File: config.mk
export PLATFORM = sky130hd
export DESIGN_NAME = battery_mode_supervisor
export DESIGN_NICKNAME = d
export VERILOG_FILES = /design/src/rtl/bms_pkg.sv /design/src/rtl/battery_mode_supervisor.sv
export SDC_FILE = /design/constraint.sdc
export NUM_CORES = 1
export LEC_CHECK = 0
export BUFFER_PORTS_ARGS = -buffer_cell sky130_fd_sc_hd__buf_2
export CAP_MARGIN = 20
export CORE_ASPECT_RATIO = 0.6
export CORE_MARGIN = 1
export CORE_UTILIZATION = 35
export CTS_CLUSTER_SIZE = 12
export DETAILED_ROUTE_END_ITERATION = 10
export HOLD_SLACK_MARGIN = 0.05
export PLACE_DENSITY_LB_ADDON = 0.2
export SLEW_MARGIN = 30
export SYNTH_ARGS = -nofsm -noshare
export SYNTH_HDL_FRONTEND = slang
export SYNTH_SLANG_ARGS = --single-unit
File: constraint.sdc
create_clock -name clk -period 9.5 [get_ports clk]
set_clock_uncertainty 0.2 [all_clocks]
set_input_delay 0.475 -clock clk [delete_from_list [all_inputs] [get_ports clk]]
set_output_delay 0.475 -clock clk [all_outputs]
set_load 0.01 [all_outputs]
File: src/rtl/bms_pkg.sv
package bms_pkg;

    // power mode codes
    typedef enum logic [1:0] {
        MODE_NOMINAL  = 2'd0,
        MODE_SAVING   = 2'd1,
        MODE_SURVIVAL = 2'd2
    } mode_t;

    // eps switching actions
    typedef enum logic [2:0] {
        EPS_NONE      = 3'd0,
        EPS_OFF       = 3'd1,
        EPS_ON        = 3'd2,
        EPS_CYCLE     = 3'd3,
        EPS_TIMED_ON  = 3'd4,
        EPS_TIMED_OFF = 3'd5
    } eps_t;

    // backup radio supply actions
    typedef enum logic [1:0] {
        RADIO_NONE = 2'd0,
        RADIO_ON   = 2'd1,
        RADIO_OFF  = 2'd2
    } radio_t;

    // outcome of one policy byte
    typedef enum logic [1:0] {
        VOTE_SAVING    = 2'd0,
        VOTE_HOLD      = 2'd1,
        VOTE_UNDECIDED = 2'd2
    } vote_t;

    // ground command codes
    localparam logic [7:0] CMD_NOMINAL  = 8'h07;
    localparam logic [7:0] CMD_SAVING   = 8'h3C;
    localparam logic [7:0] CMD_SURVIVAL = 8'hF0;

    // configuration register indexes
    localparam logic [2:0] CFG_NOMINAL_TO_SAVING = 3'd0;
    localparam logic [2:0] CFG_TO_SURVIVAL       = 3'd1;
    localparam logic [2:0] CFG_NOMINAL_REVIVAL   = 3'd2;
    localparam logic [2:0] CFG_SURVIVAL_HOLD     = 3'd3;
    localparam logic [2:0] CFG_POLICY_PRIMARY    = 3'd4;
    localparam logic [2:0] CFG_POLICY_BACKUP     = 3'd5;

    // error flag bit positions
    localparam int FLAG_ADC       = 0;
    localparam int FLAG_UNDECIDED = 1;
    localparam int FLAG_DEF_NS    = 2;
    localparam int FLAG_DEF_SS    = 3;
    localparam int FLAG_DEF_NR    = 4;
    localparam int FLAG_DEF_SH    = 5;

    // largest raw value that a sample or a threshold may take
    localparam logic [15:0] RAW_MAX = 16'd1023;

    function automatic logic [3:0] ones8(input logic [7:0] b);
        logic [3:0] n;
        n = '0;
        for (int i = 0; i < 8; i++)
        begin
            n = n + 4'(b[i]);
        end
        return n;
    endfunction

    function automatic vote_t vote(input logic [7:0] b);
        vote_t d;
        case (ones8(b)) inside
            [4'd2:4'd4]: d = VOTE_SAVING;
            [4'd5:4'd7]: d = VOTE_HOLD;
            default:     d = VOTE_UNDECIDED;
        endcase
        return d;
    endfunction

    function automatic logic sample_ok(input logic [15:0] s);
        return s inside {[16'd1:RAW_MAX]};
    endfunction

endpackage

File: src/rtl/battery_mode_supervisor.sv
// battery mode supervisor
// keeps the power mode (nominal, saving, survival) and answers every input
// word with exactly one result word.
// input channel: in_valid / in_ready with opcode, samples, status lines,
//   command_code and delay_ms. opcode 0 is a measurement, 1 a ground command.
// output channel: out_valid / out_ready with new_mode, error_flags,
//   eps_action, pll_reload, radio_action, action_delay, command_error.
// config port: cfg_we, cfg_index, cfg_data; a write lands at the clock edge
//   at which cfg_we is high. write only while the block is idle.
// result: the result word is registered and valid in the cycle after its input word is taken.
// throughput: one word per cycle while out_ready is high; all decision logic sits between the input
//   ports and the result register, and the mode register updates at accept.
// stall: while out_valid is high and out_ready low, the result holds and
//   in_ready drops; in_ready returns in the cycle the result is taken.
// reset: mode goes to saving, thresholds to 600/500/700/550, policy bytes
//   to 224, no result pending.
module battery_mode_supervisor #(
    parameter int LOWER_LIMIT             = 256,
    parameter int DEFAULT_NOMINAL_SAVING  = 600,
    parameter int DEFAULT_TO_SURVIVAL     = 500,
    parameter int DEFAULT_NOMINAL_REVIVAL = 700,
    parameter int DEFAULT_SURVIVAL_HOLD   = 550
) (
    input  logic        clk,
    input  logic        rst_n,

    // input word
    input  logic        in_valid,
    output logic        in_ready,
    input  logic        opcode,
    input  logic [15:0] first_sample,
    input  logic [15:0] second_sample,
    input  logic        release_done,
    input  logic        obc_dead,
    input  logic        separation_switch_low,
    input  logic        backup_radio_powered,
    input  logic [7:0]  command_code,
    input  logic [15:0] delay_ms,

    // result word
    output logic        out_valid,
    input  logic        out_ready,
    output logic [1:0]  new_mode,
    output logic [5:0]  error_flags,
    output logic [2:0]  eps_action,
    output logic        pll_reload,
    output logic [1:0]  radio_action,
    output logic [15:0] action_delay,
    output logic        command_error,

    // configuration writes
    input  logic        cfg_we,
    input  logic [2:0]  cfg_index,
    input  logic [15:0] cfg_data
);

    localparam logic [15:0] LOWER_W  = 16'(LOWER_LIMIT);
    localparam logic [15:0] DEF_NS_W = 16'(DEFAULT_NOMINAL_SAVING);
    localparam logic [15:0] DEF_SS_W = 16'(DEFAULT_TO_SURVIVAL);
    localparam logic [15:0] DEF_NR_W = 16'(DEFAULT_NOMINAL_REVIVAL);
    localparam logic [15:0] DEF_SH_W = 16'(DEFAULT_SURVIVAL_HOLD);

    // configuration registers
    logic [15:0] ns_level_reg;
    logic [15:0] ss_level_reg;
    logic [15:0] nr_level_reg;
    logic [15:0] sh_level_reg;
    logic [7:0]  policy_primary_reg;
    logic [7:0]  policy_backup_reg;

    // mode state, also shown as new_mode of the pending result
    bms_pkg::mode_t power_mode_reg;
    bms_pkg::mode_t power_mode_next;

    // result register
    logic           out_valid_reg;
    logic [5:0]     error_flags_reg;
    logic [5:0]     error_flags_next;
    bms_pkg::eps_t  eps_reg;
    bms_pkg::eps_t  eps_next;
    logic           pll_reg;
    logic           pll_next;
    bms_pkg::radio_t radio_reg;
    bms_pkg::radio_t radio_next;
    logic [15:0]    action_delay_reg;
    logic [15:0]    action_delay_next;
    logic           command_error_reg;
    logic           command_error_next;

    logic           accept;

    // sample selection and threshold fallback
    logic           first_ok;
    logic           second_ok;
    logic [15:0]    sample_sel;
    logic           ns_bad, ss_bad, nr_bad, sh_bad;
    logic [15:0]    ns_eff, ss_eff, nr_eff, sh_eff;
    bms_pkg::vote_t vote_primary;
    bms_pkg::vote_t vote_backup;
    bms_pkg::vote_t vote_final;

    assign in_ready = !out_valid_reg || out_ready;
    assign accept   = in_valid && in_ready;

    // config write port
    always_ff @(posedge clk or negedge rst_n)
    begin
        if (!rst_n)
        begin
            ns_level_reg       <= 16'd600;
            ss_level_reg       <= 16'd500;
            nr_level_reg       <= 16'd700;
            sh_level_reg       <= 16'd550;
            policy_primary_reg <= 8'd224;
            policy_backup_reg  <= 8'd224;
        end
        else if (cfg_we)
        begin
            case (cfg_index)
                bms_pkg::CFG_NOMINAL_TO_SAVING: ns_level_reg       <= cfg_data;
                bms_pkg::CFG_TO_SURVIVAL:       ss_level_reg       <= cfg_data;
                bms_pkg::CFG_NOMINAL_REVIVAL:   nr_level_reg       <= cfg_data;
                bms_pkg::CFG_SURVIVAL_HOLD:     sh_level_reg       <= cfg_data;
                bms_pkg::CFG_POLICY_PRIMARY:    policy_primary_reg <= cfg_data[7:0];
                bms_pkg::CFG_POLICY_BACKUP:     policy_backup_reg  <= cfg_data[7:0];
                default:
                begin
                end
            endcase
        end
    end

    // first sample wins when it is in range, else the retry reading
    always_comb
    begin
        first_ok   = bms_pkg::sample_ok(first_sample);
        second_ok  = bms_pkg::sample_ok(second_sample);
        sample_sel = first_ok ? first_sample : second_sample;
    end

    // a threshold outside (lower limit, 1023] falls back to its default
    always_comb
    begin
        ns_bad = (ns_level_reg > bms_pkg::RAW_MAX) || (ns_level_reg <= LOWER_W);
        ss_bad = (ss_level_reg > bms_pkg::RAW_MAX) || (ss_level_reg <= LOWER_W);
        nr_bad = (nr_level_reg > bms_pkg::RAW_MAX) || (nr_level_reg <= LOWER_W);
        sh_bad = (sh_level_reg > bms_pkg::RAW_MAX) || (sh_level_reg <= LOWER_W);
        ns_eff = ns_bad ? DEF_NS_W : ns_level_reg;
        ss_eff = ss_bad ? DEF_SS_W : ss_level_reg;
        nr_eff = nr_bad ? DEF_NR_W : nr_level_reg;
        sh_eff = sh_bad ? DEF_SH_W : sh_level_reg;
    end

    // policy vote, backup byte only when the primary cannot decide
    always_comb
    begin
        vote_primary = bms_pkg::vote(policy_primary_reg);
        vote_backup  = bms_pkg::vote(policy_backup_reg);
        vote_final   = (vote_primary == bms_pkg::VOTE_UNDECIDED) ? vote_backup
                                                                 : vote_primary;
    end

    // mode update and actions for one word
    always_comb
    begin
        power_mode_next    = power_mode_reg;
        error_flags_next   = '0;
        eps_next           = bms_pkg::EPS_NONE;
        pll_next           = 1'b0;
        radio_next         = bms_pkg::RADIO_NONE;
        action_delay_next  = '0;
        command_error_next = 1'b0;

        if (opcode)
        begin
            // ground command
            case (command_code)
                bms_pkg::CMD_NOMINAL:
                begin
                    radio_next        = bms_pkg::RADIO_OFF;
                    eps_next          = bms_pkg::EPS_TIMED_ON;
                    pll_next          = 1'b1;
                    power_mode_next   = bms_pkg::MODE_NOMINAL;
                    action_delay_next = delay_ms;
                end
                bms_pkg::CMD_SAVING:
                begin
                    eps_next          = bms_pkg::EPS_OFF;
                    radio_next        = bms_pkg::RADIO_ON;
                    power_mode_next   = bms_pkg::MODE_SAVING;
                    action_delay_next = delay_ms;
                end
                bms_pkg::CMD_SURVIVAL:
                begin
                    eps_next          = bms_pkg::EPS_TIMED_OFF;
                    power_mode_next   = bms_pkg::MODE_SURVIVAL;
                    action_delay_next = delay_ms;
                end
                default:
                begin
                    command_error_next = 1'b1;
                end
            endcase
        end
        else if (!first_ok && !second_ok)
        begin
            // no usable reading: the policy bytes decide
            error_flags_next[bms_pkg::FLAG_ADC]       = 1'b1;
            error_flags_next[bms_pkg::FLAG_UNDECIDED] =
                (vote_final == bms_pkg::VOTE_UNDECIDED);
            if (vote_final != bms_pkg::VOTE_HOLD)
            begin
                eps_next        = bms_pkg::EPS_OFF;
                radio_next      = bms_pkg::RADIO_ON;
                power_mode_next = bms_pkg::MODE_SAVING;
            end
        end
        else
        begin
            error_flags_next[bms_pkg::FLAG_DEF_NS] = ns_bad;
            error_flags_next[bms_pkg::FLAG_DEF_SS] = ss_bad;
            error_flags_next[bms_pkg::FLAG_DEF_NR] = nr_bad;
            error_flags_next[bms_pkg::FLAG_DEF_SH] = sh_bad;
            case (power_mode_reg)
                bms_pkg::MODE_NOMINAL:
                begin
                    if (sample_sel >= ns_eff)
                    begin
                        // deployment done and computer dead: power cycle
                        if (release_done && obc_dead)
                        begin
                            eps_next = bms_pkg::EPS_CYCLE;
                            pll_next = 1'b1;
                        end
                    end
                    else if (sample_sel <= ss_eff)
                    begin
                        eps_next        = bms_pkg::EPS_OFF;
                        power_mode_next = bms_pkg::MODE_SURVIVAL;
                    end
                    else
                    begin
                        eps_next        = bms_pkg::EPS_OFF;
                        radio_next      = bms_pkg::RADIO_ON;
                        power_mode_next = bms_pkg::MODE_SAVING;
                    end
                end
                bms_pkg::MODE_SAVING:
                begin
                    if (sample_sel >= nr_eff)
                    begin
                        radio_next      = bms_pkg::RADIO_OFF;
                        eps_next        = bms_pkg::EPS_ON;
                        pll_next        = 1'b1;
                        power_mode_next = bms_pkg::MODE_NOMINAL;
                    end
                    else if (sample_sel <= ss_eff)
                    begin
                        eps_next        = bms_pkg::EPS_OFF;
                        radio_next      = bms_pkg::RADIO_OFF;
                        power_mode_next = bms_pkg::MODE_SURVIVAL;
                    end
                    else if (separation_switch_low)
                    begin
                        eps_next   = bms_pkg::EPS_OFF;
                        radio_next = bms_pkg::RADIO_ON;
                    end
                end
                bms_pkg::MODE_SURVIVAL:
                begin
                    if (sample_sel >= nr_eff)
                    begin
                        eps_next        = bms_pkg::EPS_ON;
                        pll_next        = 1'b1;
                        power_mode_next = bms_pkg::MODE_NOMINAL;
                    end
                    else if (sample_sel <= sh_eff)
                    begin
                        eps_next = bms_pkg::EPS_OFF;
                        if (backup_radio_powered)
                        begin
                            radio_next = bms_pkg::RADIO_OFF;
                        end
                    end
                    else
                    begin
                        eps_next        = bms_pkg::EPS_OFF;
                        radio_next      = bms_pkg::RADIO_ON;
                        power_mode_next = bms_pkg::MODE_SAVING;
                    end
                end
                default:
                begin
                    // unused mode code holds with no action
                end
            endcase
        end
    end

    // control state
    always_ff @(posedge clk or negedge rst_n)
    begin
        if (!rst_n)
        begin
            power_mode_reg <= bms_pkg::MODE_SAVING;
            out_valid_reg  <= 1'b0;
        end
        else
        begin
            if (accept)
            begin
                power_mode_reg <= power_mode_next;
                out_valid_reg  <= 1'b1;
            end
            else if (out_ready)
            begin
                out_valid_reg <= 1'b0;
            end
        end
    end

    // result payload, no reset needed
    always_ff @(posedge clk)
    begin
        if (accept)
        begin
            error_flags_reg   <= error_flags_next;
            eps_reg           <= eps_next;
            pll_reg           <= pll_next;
            radio_reg         <= radio_next;
            action_delay_reg  <= action_delay_next;
            command_error_reg <= command_error_next;
        end
    end

    assign out_valid     = out_valid_reg;
    assign new_mode      = power_mode_reg;
    assign error_flags   = error_flags_reg;
    assign eps_action    = eps_reg;
    assign pll_reload    = pll_reg;
    assign radio_action  = radio_reg;
    assign action_delay  = action_delay_reg;
    assign command_error = command_error_reg;

    // every accepted word shows up as a result in the next cycle
    a_accept_gives_result: assert property (
        @(posedge clk) disable iff (!rst_n)
        accept |=> out_valid_reg
    ) else $error("accepted word produced no result");

    // rejected command leaves no action or flag behind
    a_cmd_error_quiet: assert property (
        @(posedge clk) disable iff (!rst_n)
        (out_valid_reg && command_error_reg) |->
            (error_flags_reg == 6'd0 && eps_reg == bms_pkg::EPS_NONE &&
             !pll_reg && radio_reg == bms_pkg::RADIO_NONE &&
             action_delay_reg == 16'd0)
    ) else $error("command error with side actions");

    // undecided policy only arises together with an adc error
    a_undecided_needs_adc: assert property (
        @(posedge clk) disable iff (!rst_n)
        (out_valid_reg && error_flags_reg[bms_pkg::FLAG_UNDECIDED]) |->
            error_flags_reg[bms_pkg::FLAG_ADC]
    ) else $error("undecided flag without adc error");

    // adc error skips the threshold check, so no default flags
    a_adc_no_defaults: assert property (
        @(posedge clk) disable iff (!rst_n)
        (out_valid_reg && error_flags_reg[bms_pkg::FLAG_ADC]) |->
            (error_flags_reg[5:2] == 4'd0)
    ) else $error("default flags set with adc error");

    // a nonzero delay only comes with a commanded eps action
    a_delay_only_cmd: assert property (
        @(posedge clk) disable iff (!rst_n)
        (out_valid_reg && action_delay_reg != 16'd0) |->
            (eps_reg == bms_pkg::EPS_TIMED_ON || eps_reg == bms_pkg::EPS_OFF ||
             eps_reg == bms_pkg::EPS_TIMED_OFF)
    ) else $error("action delay on a measurement result");

endmodule

==> insert_results.sql, run 1 <==
INSERT INTO impl_metrics (metric_group, metric, value, unit) VALUES
('clock_network', 'postCtsSetupRepairBufs', '0', ''),
('floorplan', 'fp-row-count', '39', ''),
('sta', 'hold_viol', '0', ''),
('min_path', 'hp-start', 'in_valid', ''),
('floorplan', 'design.die.area', '0.0207', 'mm^2'),
('detailed_routing', 'avgViaCountPerCell', '5.10', ''),
('layout', 'insertedDiodeCount', '0', ''),
('global_routing', 'antenna_found_initial', '0', ''),
('critical_path', 'critical_path_class', 'primary input to flip-flop', ''),
('yosys', 'synth_seq_cells', '112', ''),
('layout', 'final_common_cell', 'sky130_fd_sc_hd__buf_2', ''),
('floorplan', 'fp.dieW', '185', 'um'),
('sta', 'slew_headroom', '0.498', ''),
('layout', 'finalNetCount', '957', ''),
('critical_path', 'worstPathCellList', 'buf_2 -> or4_4 -> nor3_1 -> nand2_1 -> mux2i_1 -> ha_1 -> nand2b_1 -> a21oi_1 -> a31oi_1 -> o31ai_1 -> a21oi_1 -> o32a_1 -> a2111oi_4 -> mux2_4', ''),
('sta', 'crit_share_post_route', '0.511', ''),
('min_path', 'timing.hold.worst_path_depth', '2', ''),
('clock_network', 'path_clk_slew', '70', 'ps'),
('detailed_routing', 'drtPass1Iterations', '4', ''),
('yosys', 'ys_seq_area_frac', '0.424', ''),
('layout', 'mostFrequentLayoutCells', 'sky130_fd_sc_hd__buf_2, sky130_fd_sc_hd__mux2_2, sky130_fd_sc_hd__ha_1, sky130_fd_sc_hd__nand2_1, sky130_fd_sc_hd__dfrtp_1', ''),
('sta', 'setup-violations-final', '0', ''),
('run', 'cap_violations', '0', ''),
('detailed_routing', 'detail_route.wl_per_cell', '17.8', 'um'),
('detailed_routing', 'num_vias', '5427', ''),
('global_routing', 'grt_overflow', '0', ''),
('sta', 'final-max-slew-violation-count', '0', ''),
('global_routing', 'number_of_global_route_vias_before_repair', '5324', ''),
('floorplan', 'initial_core_util', '0.364', ''),
('clock_network', 'hold_buffers', '1', ''),
('sta', 'worst_slew_pin_slew', '752', 'ps'),
('yosys', 'number_of_enable_flip_flop_cells_after_synthesis', '29', ''),
('placement', 'globalplace.congestion', '0.885', ''),
('min_path', 'hold_path_end', 'out_valid', ''),
('min_path', 'holdCritPathClass', 'primary input to flip-flop', ''),
('layout', 'stdcell_count', '1065', ''),
('sta', 'setup_tns', '0', 'ps'),
('yosys', 'post_synth.cell_area_avg', '10.9', 'um^2'),
('yosys', 'ys_warn_count', '0', ''),
('clock_network', 'numClockSinks', '112', ''),
('clock_network', 'clock_insertion_delay_at_the_later_pin_of_the_skew_report', '350', 'ps'),
('detailed_routing', 'first_iter_violations', '412', ''),
('critical_path', 'critical_path.startpoint_type', 'primary input', ''),
('global_routing', 'global_route_wire_length_before_repair', '30300', 'um'),
('pwr', 'power.density_cell_area', '190', 'mW/mm^2'),
('critical_path', 'worstRegToRegCells', '14', ''),
('sta', 'maxClockFrequency', '206', 'MHz'),
('critical_path', 'worstReg2RegStart', 'policy_backup_reg[0]', ''),
('clock_network', 'tritoncts', 'done', ''),
('sta', 'setup_repair_after_global_routing_missed_its_margin', 'no', ''),
('detailed_routing', 'remaining_drc_errors', '0', ''),
('critical_path', 'timing.critical_path.required', '9540', 'ps'),
('critical_path', 'critical-path-top-cell-by-count', 'sky130_fd_sc_hd__a21oi_1', ''),
('floorplan', 'core', '0.0193', 'mm^2'),
('clock_network', 'cts_max_level', '3', ''),
('critical_path', 'crit_path_top_delay_cell', 'sky130_fd_sc_hd__or4_4', ''),
('clock_network', 'cts_buffers', '9', ''),
('detailed_routing', 'ant_nets', '0', ''),
('pwr', 'vdd_drop_max', '162', 'uV'),
('critical_path', 'highest_cell_delay_on_the_worst_timing_path', '570', 'ps'),
('clock_network', 'cts_root_buf', 'sky130_fd_sc_hd__clkbuf_16', ''),
('critical_path', 'setup.worst_path.end_class', 'flip-flop', ''),
('yosys', 'synth-async-reset-ratio', '0.741', ''),
('layout', 'post_route_cells_drive_above_1_share', '0.327', ''),
('outcome', 'status', 'completed', ''),
('yosys', 'synthesis.instances', '645', ''),
('yosys', 'synth_area_leaders', 'sky130_fd_sc_hd__dfrtp_1, sky130_fd_sc_hd__mux2_2, sky130_fd_sc_hd__ha_1', ''),
('clock_network', 'number_of_buffers_on_the_longest_clock_path', '2', ''),
('clock_network', 'cts_repair_resize_count', '0', ''),
('critical_path', 'timing.critical_path.from', 'first_sample[10]', ''),
('global_routing', 'grt_start_max_net_pins', '61', '');
==> critical path: cells and delay by family <==
kind                     cells  cell delay [ps]
buffers and inverters        1              130
AND/OR/NAND/NOR              4             1580
multiplexers                 2              870
adder cells (fa/ha/maj)      1              310
AO/OA/AOI/OAI                6             1510
==> logic make-up (layout without fill, tap and decap cells) <==
group / count (synthesis) / count (layout) / share of synthesized area
simple gates: 229 / 229 / 0.172
other cells: 1 / 24 / 0.000533
buf+inv: 40 / 171 / 0.0214
flops: 112 / 112 / 0.424
mux: 82 / 82 / 0.131
fa+ha+maj: 78 / 78 / 0.147
compound gates: 99 / 99 / 0.0986
xor+xnor: 4 / 4 / 0.00498
==> cells in the mapped netlist (2+ instances only) <==
master / instances
sky130_fd_sc_hd__nand2b_1: 5
sky130_fd_sc_hd__a2111oi_0: 4
sky130_fd_sc_hd__o31ai_1: 2
sky130_fd_sc_hd__o21a_1: 2
sky130_fd_sc_hd__dfrtp_1: 56
sky130_fd_sc_hd__and2_1: 30
sky130_fd_sc_hd__nand2_1: 61
sky130_fd_sc_hd__mux2i_1: 3
sky130_fd_sc_hd__o221ai_1: 2
sky130_fd_sc_hd__nand4_1: 11
sky130_fd_sc_hd__nor2_1: 45
sky130_fd_sc_hd__edfxtp_1: 29
sky130_fd_sc_hd__a21o_1: 7
sky130_fd_sc_hd__o211ai_1: 5
sky130_fd_sc_hd__fa_1: 8
sky130_fd_sc_hd__and4_1: 3
sky130_fd_sc_hd__a211oi_1: 7
sky130_fd_sc_hd__or4_1: 9
sky130_fd_sc_hd__nand3b_1: 2
sky130_fd_sc_hd__dfstp_2: 27
sky130_fd_sc_hd__mux2_2: 78
sky130_fd_sc_hd__a31oi_1: 5
sky130_fd_sc_hd__nor3_1: 17
sky130_fd_sc_hd__nor4bb_1: 2
sky130_fd_sc_hd__nand3_1: 13
sky130_fd_sc_hd__clkbuf_1: 10
sky130_fd_sc_hd__or2_2: 3
sky130_fd_sc_hd__o21ai_0: 22
sky130_fd_sc_hd__inv_1: 29
sky130_fd_sc_hd__o211a_1: 3
sky130_fd_sc_hd__xor2_1: 3
sky130_fd_sc_hd__nor4_1: 11
sky130_fd_sc_hd__nor4b_1: 2
sky130_fd_sc_hd__ha_1: 70
sky130_fd_sc_hd__a21oi_1: 20
sky130_fd_sc_hd__o22ai_1: 5
sky130_fd_sc_hd__nor2b_1: 4
sky130_fd_sc_hd__nand4b_1: 2
sky130_fd_sc_hd__and3_1: 2
==> worst max path at each step <==
stage / to / slack, ps
after floorplan: new_mode[1] / 5070
after global placement: new_mode[1] / 4340
after detailed placement: new_mode[1] / 4290
after CTS: new_mode[1] / 4670
after global routing: new_mode[1] / 4210
final: new_mode[1] / 4650
==> power by group <==
group          total (W)  internal, W  switching, W  leakage (nW)
Sequential      0.000665     0.000604     0.0000614          1.25
Clock           0.000404     0.000228      0.000175         0.158
Combinational   0.000532     0.000242      0.000290          2.38
==> per-stage QoR <==
| step | setup WS (ps) | util | total power, W | hold WS [ps] | instance area (um^2) |
|---|---|---|---|---|---|
| after CTS | 4670 | 0.435 | 0.00161 | 122 | 8410 |
| after global routing | 4210 | 0.436 | 0.00171 | 132 | 8420 |
| after global placement | 4340 | 0.418 | 0.00120 | 188 | 8080 |
| after floorplan | 5070 | - | 0.00103 | -20.6 | 7120 |
| final | 4650 | 0.436 | 0.00160 | 133 | 8420 |
| after detailed placement | 4290 | 0.418 | 0.00120 | 185 | 8080 |
==> per-layer routing <==
layer	GRT usage	vias to the layer above	wire, um
met4	0.0314	0	119
met1	0.323	2621	10600
met3	0.0402	9	1070
li1	-	2661	-
met5	0	-	0
met2	0.253	136	7140
==> final cells by class <==
class	instances	area (um^2)
Multi-Input combinational cell	516	4020
Clock buffer	12	268
Clock inverter	4	48.8
Fill cell	1900	10900
Sequential cell	112	2980
Inverter	29	109
Tap cell	266	333
Timing Repair Buffer	126	662
Note: power is estimated with default switching activity, not from simulation.
==> run 2, diff against run 1 <==
==> constraint.sdc (replaced) <==
create_clock -name clk -period 3.9 [get_ports clk]
set_clock_uncertainty 0.2 [all_clocks]
set_input_delay 0.195 -clock clk [delete_from_list [all_inputs] [get_ports clk]]
set_output_delay 0.195 -clock clk [all_outputs]
set_load 0.01 [all_outputs]
==> run 2 against run 1 <==
  * Die area unchanged
  * The flow now finishes with violations (setup timing)
  * Register-to-register slack worse by 5200 ps
  * Core utilization rose by 6.0 points
  * Via count up 9.6%
  * Cell area is 14% higher
  * Global-route usage grew 1.1 points
  * Sequential power increased by 140%
  * Non-clock buffer count increased by 130
  * First-iteration DRC count shrank 11%
  * Hold slack got worse by 28 ps
  * Power rose to 2.7 times the previous value
  * Sequential share of layout area fell by 4.3 points
==> insert_results.sql, run 2 (same netlist as run 1, synthesis figures left out) <==
INSERT INTO impl_metrics (metric_group, metric, value, unit) VALUES
('layout', 'insertedDiodeCount', '0', ''),
('sta', 'maxClockFrequency', '241', 'MHz'),
('pwr', 'leakagePower', '4.38', 'nW'),
('detailed_routing', 'avgViaCountPerCell', '4.98', ''),
('clock_network', 'clock_insertion_delay_at_the_later_pin_of_the_skew_report', '350', 'ps'),
('min_path', 'hold_path_end', 'error_flags[0]', ''),
('floorplan', 'core', '0.0193', 'mm^2'),
('floorplan', 'initial_core_util', '0.364', ''),
('critical_path', 'worstRegToRegCells', '13', ''),
('critical_path', 'critical_path.startpoint_type', 'flip-flop', ''),
('placement', 'post-place-ws', '-279', 'ps'),
('clock_network', 'numClockSinks', '112', ''),
('layout', 'mostFrequentLayoutCells', 'sky130_fd_sc_hd__buf_2, sky130_fd_sc_hd__buf_4, sky130_fd_sc_hd__mux2_2, sky130_fd_sc_hd__ha_1, sky130_fd_sc_hd__nand2_1', ''),
('sta', 'setup-violations-final', '4', ''),
('clock_network', 'number_of_buffers_on_the_longest_clock_path', '2', ''),
('critical_path', 'setup.worst_path.end_class', 'flip-flop', ''),
('layout', 'stdcell_count', '1195', ''),
('clock_network', 'tritoncts', 'done', ''),
('critical_path', 'critical_path_class', 'flip-flop to flip-flop', ''),
('sta', 'final_critical_path_setup_slack', '-241', 'ps'),
('sta', 'finalCriticalPeriod', '4140', 'ps'),
('sta', 'setup_repair_after_global_routing_missed_its_margin', 'yes', ''),
('run', 'cap_violations', '0', ''),
('sta', 'slew_headroom', '0.430', ''),
('floorplan', 'fp.dieW', '185', 'um'),
('detailed_routing', 'detail_route.wl_per_cell', '17.0', 'um'),
('global_routing', 'global_route_wire_length_before_repair', '32400', 'um'),
('critical_path', 'timing.critical_path.from', 'policy_backup_reg[0]', ''),
('critical_path', 'worst-endpoint-arrival', '4040', 'ps'),
('clock_network', 'cts_buffers', '9', ''),
('sta', 'final-max-slew-violation-count', '0', ''),
('layout', 'layout.core_utilization', '0.496', ''),
('detailed_routing', 'remaining_drc_errors', '0', ''),
('min_path', 'timing.hold.worst_path_depth', '2', ''),
('detailed_routing', 'first_iter_violations', '367', ''),
('global_routing', 'number_of_global_route_vias_before_repair', '5885', ''),
('critical_path', 'timing.critical_path.required', '3800', 'ps'),
('sta', 'worst_slew_pin_slew', '855', 'ps'),
('sta', 'crit_share_post_route', '1.06', ''),
('min_path', 'hp-start', 'opcode', ''),
('detailed_routing', 'ant_nets', '0', ''),
('placement', 'port_buffers', '117', ''),
('outcome', 'failed_checks', 'setup timing', ''),
('global_routing', 'grt_usage', '0.206', ''),
('layout', 'syn_to_final_growth', '36.3', '%'),
('layout', 'final_common_cell', 'sky130_fd_sc_hd__buf_2', ''),
('critical_path', 'crit-reg2reg-capture', 'eps_action[0]', ''),
('placement', 'globalplace.congestion', '0.866', ''),
('outcome', 'status', 'complete, but fails checks', ''),
('min_path', 'holdCritPathClass', 'primary input to flip-flop', ''),
('layout', 'finalNetCount', '1087', ''),
('clock_network', 'cts_root_buf', 'sky130_fd_sc_hd__clkbuf_16', ''),
('pwr', 'power.density_cell_area', '444', 'mW/mm^2'),
('placement', 'detailedPlacementHpwl', '16200', 'um'),
('floorplan', 'design.die.area', '0.0207', 'mm^2'),
('sta', 'hold_viol', '0', ''),
('critical_path', 'worstReg2RegStart', 'policy_backup_reg[0]', ''),
('global_routing', 'antenna_found_initial', '0', ''),
('floorplan', 'die_height', '112', 'um'),
('clock_network', 'cts_max_level', '3', ''),
('floorplan', 'fp-row-count', '39', ''),
('pwr', 'finalPower', '0.00426', 'W'),
('critical_path', 'maximum_net_fanout_on_the_critical_path', '3', ''),
('detailed_routing', 'finalWirelength', '20400', 'um'),
('pwr', 'vdd_drop_max', '429', 'uV'),
('global_routing', 'grt_start_max_net_pins', '67', ''),
('clock_network', 'path_clk_slew', '80', 'ps'),
('detailed_routing', 'drtPass1Iterations', '5', ''),
('detailed_routing', 'num_vias', '5946', ''),
('critical_path', 'regToRegSetupSlack', '-240', 'ps'),
('layout', 'post_route_cells_drive_above_1_share', '0.409', ''),
('global_routing', 'grt_overflow', '0', ''),
('placement', 'dpl.cell_count', '1141', ''),
('floorplan', 'design.portCount', '118', '');
==> run 2: cell count changes in the layout (fill, tap and decap cells not counted), sizes merged <==
| cell | before | now |
|---|---|---|
| buf | 125 | 221 |
| dlygate4sd3 | 1 | 35 |
| bufinv | 1 | 0 |
| clkinvlp | 0 | 1 |
==> run 2: repair_timing <==
| item | CTS | global route |
|---|---|---|
| endpoints found under the setup margin | 6 | 7 |
| hold buffers | 35 | 0 |
| pin swaps | 8 | 4 |
| buffers inserted | 1 | 2 |
| gates resized for setup | 11 | 12 |
| hold endpoints to repair | 140 | 0 |
==> run 2: stage by stage <==
stage | cell area, um^2 | TNS [ps] | hold slack, ps
5_1_grt | 9580 | -1260 | 92.4
3_5_place_dp | 8830 | -1080 | 151
3_3_place_gp | 8820 | -1130 | 146
2_1_floorplan | 7150 | -176 | -301
4_1_cts | 9510 | -717 | 81.6
6_report | 9580 | -683 | 104
==> run 2: layer usage <==
metal  global-route usage  share of wire
met1                0.337           0.56
met2                0.275           0.39
met3               0.0409          0.048
met4               0.0342         0.0037
met5                    0              0
==> run 2: worst max path at each step <==
stage | to | slack [ps] | cells after the start
after floorplan | new_mode[1] | -100 | 13
after global placement | new_mode[1] | -240 | 14
after detailed placement | new_mode[1] | -280 | 14
after CTS | eps_action[0] | -270 | 13
after global routing | new_mode[1] | -390 | 14
final | eps_action[0] | -240 | 13
==> run 2: cell type report <==
class | count | area [um^2]
clock buffer | 12 | 258
tap | 266 | 333
inverter | 29 | 109
clock inverter | 4 | 26.3
multi-input combinational | 516 | 4150
fill | 1862 | 9740
sequential | 112 | 2980
timing repair buffer | 256 | 1730
==> run 2: power breakdown <==
group          leakage (nW)  total, W  internal [W]  switching (W)
clock network         0.142  0.000904      0.000472       0.000431
registers              1.25   0.00160       0.00147       0.000136
logic                  2.99   0.00175      0.000918       0.000829
==> run 2: worst max-delay path, cell delays in order (launching register included) <==
cell                        delay, ps
sky130_fd_sc_hd__dfrtp_1          400
sky130_fd_sc_hd__fa_1             530
sky130_fd_sc_hd__inv_1             50
sky130_fd_sc_hd__fa_1             450
sky130_fd_sc_hd__fa_1             490
sky130_fd_sc_hd__inv_1             40
sky130_fd_sc_hd__ha_2             170
sky130_fd_sc_hd__fa_2             540
sky130_fd_sc_hd__a2bb2o_4         220
sky130_fd_sc_hd__mux2i_2          170
sky130_fd_sc_hd__nand2_1           70
sky130_fd_sc_hd__a21o_1           190
sky130_fd_sc_hd__a2111oi_2        280
sky130_fd_sc_hd__nor2_1            80
==> run 3, diff against run 2 <==
--- a/config.mk
+++ b/config.mk
@@ -13,7 +13,6 @@
 export CTS_CLUSTER_SIZE = 12
 export DETAILED_ROUTE_END_ITERATION = 10
 export HOLD_SLACK_MARGIN = 0.05
-export PLACE_DENSITY_LB_ADDON = 0.2
 export SLEW_MARGIN = 30
 export SYNTH_ARGS = -nofsm -noshare
 export SYNTH_HDL_FRONTEND = slang
==> run 3 against run 2 <==
  * The run still ends with setup timing left
  * Combinational power up 6%
  * Setup slack worse by 62 ps
  * Power up 4.0%
  * Sequential share of layout area down 0.37 points
  * Global-route usage down 0.079 points
  * Routed wire length down 0.65%
  * First-iteration DRC count up 14%
  * Register-to-register slack worse by 60 ps
  * Count of clock-buffer cells in the layout down 2
  * Cell count down 0.42%
  * Maximum frequency down 1.5%
  * Critical path type unchanged
  * Largest cell class unchanged
==> insert_results.sql, run 3 (same netlist as run 1, synthesis figures left out) <==
INSERT INTO impl_metrics (metric_group, metric, value, unit) VALUES
('pwr', 'clock_power_share', '0.215', ''),
('detailed_routing', 'ant_nets', '0', ''),
('critical_path', 'maximum_net_fanout_on_the_critical_path', '2', ''),
('clock_network', 'path_clk_slew', '80', 'ps'),
('layout', 'final_cell_area', '0.00969', 'mm^2'),
('outcome', 'status', 'complete, but fails checks', ''),
('layout', 'insertedDiodeCount', '0', ''),
('clock_network', 'numClockSinks', '112', ''),
('critical_path', 'setup.worst_path.end_class', 'flip-flop', ''),
('critical_path', 'worstReg2RegStart', 'policy_backup_reg[0]', ''),
('sta', 'setup_repair_after_global_routing_missed_its_margin', 'yes', ''),
('critical_path', 'worst-endpoint-arrival', '4130', 'ps'),
('clock_network', 'number_of_buffers_on_the_longest_clock_path', '2', ''),
('placement', 'globalplace.congestion', '0.899', ''),
('layout', 'final_common_cell', 'sky130_fd_sc_hd__buf_2', ''),
('sta', 'finalCriticalPeriod', '4200', 'ps'),
('detailed_routing', 'remaining_drc_errors', '0', ''),
('pwr', 'sequentialPowerShare', '0.368', ''),
('layout', 'mostFrequentLayoutCells', 'sky130_fd_sc_hd__buf_2, sky130_fd_sc_hd__buf_4, sky130_fd_sc_hd__mux2_2, sky130_fd_sc_hd__ha_1, sky130_fd_sc_hd__nand2_1', ''),
('sta', 'slew_headroom', '0.498', ''),
('clock_network', 'clock_insertion_delay_at_the_later_pin_of_the_skew_report', '370', 'ps'),
('critical_path', 'crit-reg2reg-capture', 'eps_action[0]', ''),
('placement', 'detailedPlacementHpwl', '15900', 'um'),
('global_routing', 'grt_usage', '0.205', ''),
('min_path', 'hold_path_end', 'eps_action[2]', ''),
('pwr', 'power.density_cell_area', '457', 'mW/mm^2'),
('pwr', 'p_int', '0.00292', 'W'),
('layout', 'finalNetCount', '1082', ''),
('placement', 'port_buffers', '117', ''),
('min_path', 'timing.hold.worst_path_depth', '2', ''),
('pwr', 'combinationalPowerShare', '0.417', ''),
('placement', 'dpl.cell_count', '1137', ''),
('global_routing', 'global_route_wire_length_before_repair', '32000', 'um'),
('sta', 'maxClockFrequency', '238', 'MHz'),
('global_routing', 'grt_overflow', '0', ''),
('detailed_routing', 'num_vias', '6003', ''),
('global_routing', 'number_of_global_route_vias_before_repair', '5925', ''),
('sta', 'worst_slew_pin_slew', '746', 'ps'),
('placement', 'postPlaceCellArea', '0.00880', 'mm^2'),
('sta', 'setup-violations-final', '4', ''),
('clock_network', 'cts_max_level', '3', ''),
('pwr', 'vdd_drop_max', '321', 'uV'),
('pwr', 'power.switching_fraction', '0.340', ''),
('outcome', 'failed_checks', 'setup timing', ''),
('floorplan', 'initial_core_util', '0.364', ''),
('clock_network', 'cts_root_buf', 'sky130_fd_sc_hd__clkbuf_16', ''),
('clock_network', 'tritoncts', 'done', ''),
('detailed_routing', 'detail_route.wl_per_cell', '17.0', 'um'),
('floorplan', 'design.die.area', '0.0207', 'mm^2'),
('layout', 'post_route_cells_drive_above_1_share', '0.422', ''),
('floorplan', 'fp-row-count', '39', ''),
('layout', 'syn_to_final_growth', '37.9', '%'),
('detailed_routing', 'drtPass1Iterations', '5', ''),
('critical_path', 'timing.critical_path.required', '3820', 'ps'),
('floorplan', 'fp.dieW', '185', 'um'),
('sta', 'crit_share_post_route', '1.08', ''),
('run', 'cap_violations', '0', ''),
('sta', 'final-max-slew-violation-count', '0', ''),
('detailed_routing', 'first_iter_violations', '417', ''),
('critical_path', 'regToRegSetupSlack', '-300', 'ps'),
('min_path', 'hp-start', 'opcode', ''),
('critical_path', 'critical_path_class', 'flip-flop to flip-flop', ''),
('pwr', 'leakagePower', '4.38', 'nW'),
('critical_path', 'critical_path.startpoint_type', 'flip-flop', ''),
('detailed_routing', 'avgViaCountPerCell', '5.04', ''),
('global_routing', 'antenna_found_initial', '0', ''),
('layout', 'stdcell_count', '1190', ''),
('floorplan', 'design.portCount', '118', ''),
('pwr', 'netSwitchingPower', '0.00151', 'W'),
('floorplan', 'die_height', '112', 'um'),
('floorplan', 'core', '0.0193', 'mm^2'),
('min_path', 'holdCritPathClass', 'primary input to flip-flop', ''),
('sta', 'final_critical_path_setup_slack', '-303', 'ps'),
('detailed_routing', 'finalWirelength', '20200', 'um'),
('clock_network', 'cts_buffers', '9', ''),
('sta', 'hold_viol', '0', ''),
('global_routing', 'grt_start_max_net_pins', '70', ''),
('critical_path', 'worstRegToRegCells', '13', '');
[run 3: cell types whose count changed in the layout (fill, tap and decap cells not counted), moves of 2 or more]
cell / before / now
sky130_fd_sc_hd__o21ai_0: 20 / 18
sky130_fd_sc_hd__nor2_1: 43 / 41
sky130_fd_sc_hd__buf_4: 103 / 96
sky130_fd_sc_hd__nor3_2: 1 / 3
sky130_fd_sc_hd__ha_1: 68 / 66
sky130_fd_sc_hd__nor2_2: 2 / 4
sky130_fd_sc_hd__buf_6: 2 / 4
sky130_fd_sc_hd__nor3_1: 14 / 12
sky130_fd_sc_hd__ha_4: 1 / 3
sky130_fd_sc_hd__a21oi_1: 17 / 15
sky130_fd_sc_hd__clkinv_2: 2 / 0
sky130_fd_sc_hd__clkbuf_8: 2 / 0
[run 3: layer usage]
metal | global-route usage | part of all wire | up-vias
li1 | - | - | 2914
met1 | 0.326 | 0.54 | 2888
met2 | 0.275 | 0.38 | 184
met3 | 0.0520 | 0.079 | 17
met4 | 0.0375 | 0.0076 | 0
met5 | 0 | 0 | -
[run 3: worst max path at each step]
stage                               startpoint            end  slack, ps  cells past startpoint
final                     policy_backup_reg[0]  eps_action[0]       -300                     13
after global routing      policy_backup_reg[0]  eps_action[0]       -420                     14
after CTS                 policy_backup_reg[0]  eps_action[0]       -290                     13
after detailed placement  policy_backup_reg[0]  eps_action[0]       -360                     13
after global placement    policy_backup_reg[0]  eps_action[0]       -300                     13
after floorplan           policy_backup_reg[0]    new_mode[1]       -100                     13
[run 3: layout make-up]
cell class,count,area [um^2]
clock buffers,10,250
clock inverters,6,57.6
fillers,1799,9630
inverters,29,109
multi-input cells,516,4270
flip-flops and latches,112,2980
well taps,266,333
repair buffers,251,1700
[run 3: worst max-delay path, stage by stage, from the launching register on]
cell,delay (ps)
sky130_fd_sc_hd__dfrtp_1,400
sky130_fd_sc_hd__fa_1,540
sky130_fd_sc_hd__inv_1,50
sky130_fd_sc_hd__fa_1,450
sky130_fd_sc_hd__fa_1,490
sky130_fd_sc_hd__inv_1,50
sky130_fd_sc_hd__ha_2,180
sky130_fd_sc_hd__fa_2,550
sky130_fd_sc_hd__a2bb2o_4,230
sky130_fd_sc_hd__mux2i_4,170
sky130_fd_sc_hd__nand2_1,90
sky130_fd_sc_hd__a21o_1,220
sky130_fd_sc_hd__a2111oi_4,270
sky130_fd_sc_hd__nor2_1,70
[run 3: metrics by stage]
stage	power [W]	hold slack, ps	setup slack (ps)	setup TNS [ps]	utilization
final	0.00443	76.1	-303	-856	0.502
after global routing	0.00472	105	-420	-1450	0.502
after CTS	0.00437	57.3	-288	-841	0.491
after detailed placement	0.00326	167	-364	-1240	0.455
after global placement	0.00321	159	-296	-1170	0.454
after floorplan	0.00259	-301	-95.6	-176	-
[run 3: timing repair]
action,in CTS,in global routing
pin swaps,2,17
setup buffers,0,3
hold buffers,35,0
cloned,0,0
hold endpoints to repair,138,0
gates resized for setup,8,37
setup endpoints to repair,6,7
[run 3: power groups by stage]
stage          Sequential (W)  Combinational [W]  Clock [W]
3_5_place_dp          0.00163            0.00163          0
5_1_grt               0.00165            0.00205    0.00103
6_report              0.00163            0.00185   0.000951
3_3_place_gp          0.00163            0.00158          0
4_1_cts               0.00161            0.00177   0.000982
2_1_floorplan         0.00160           0.000990          0
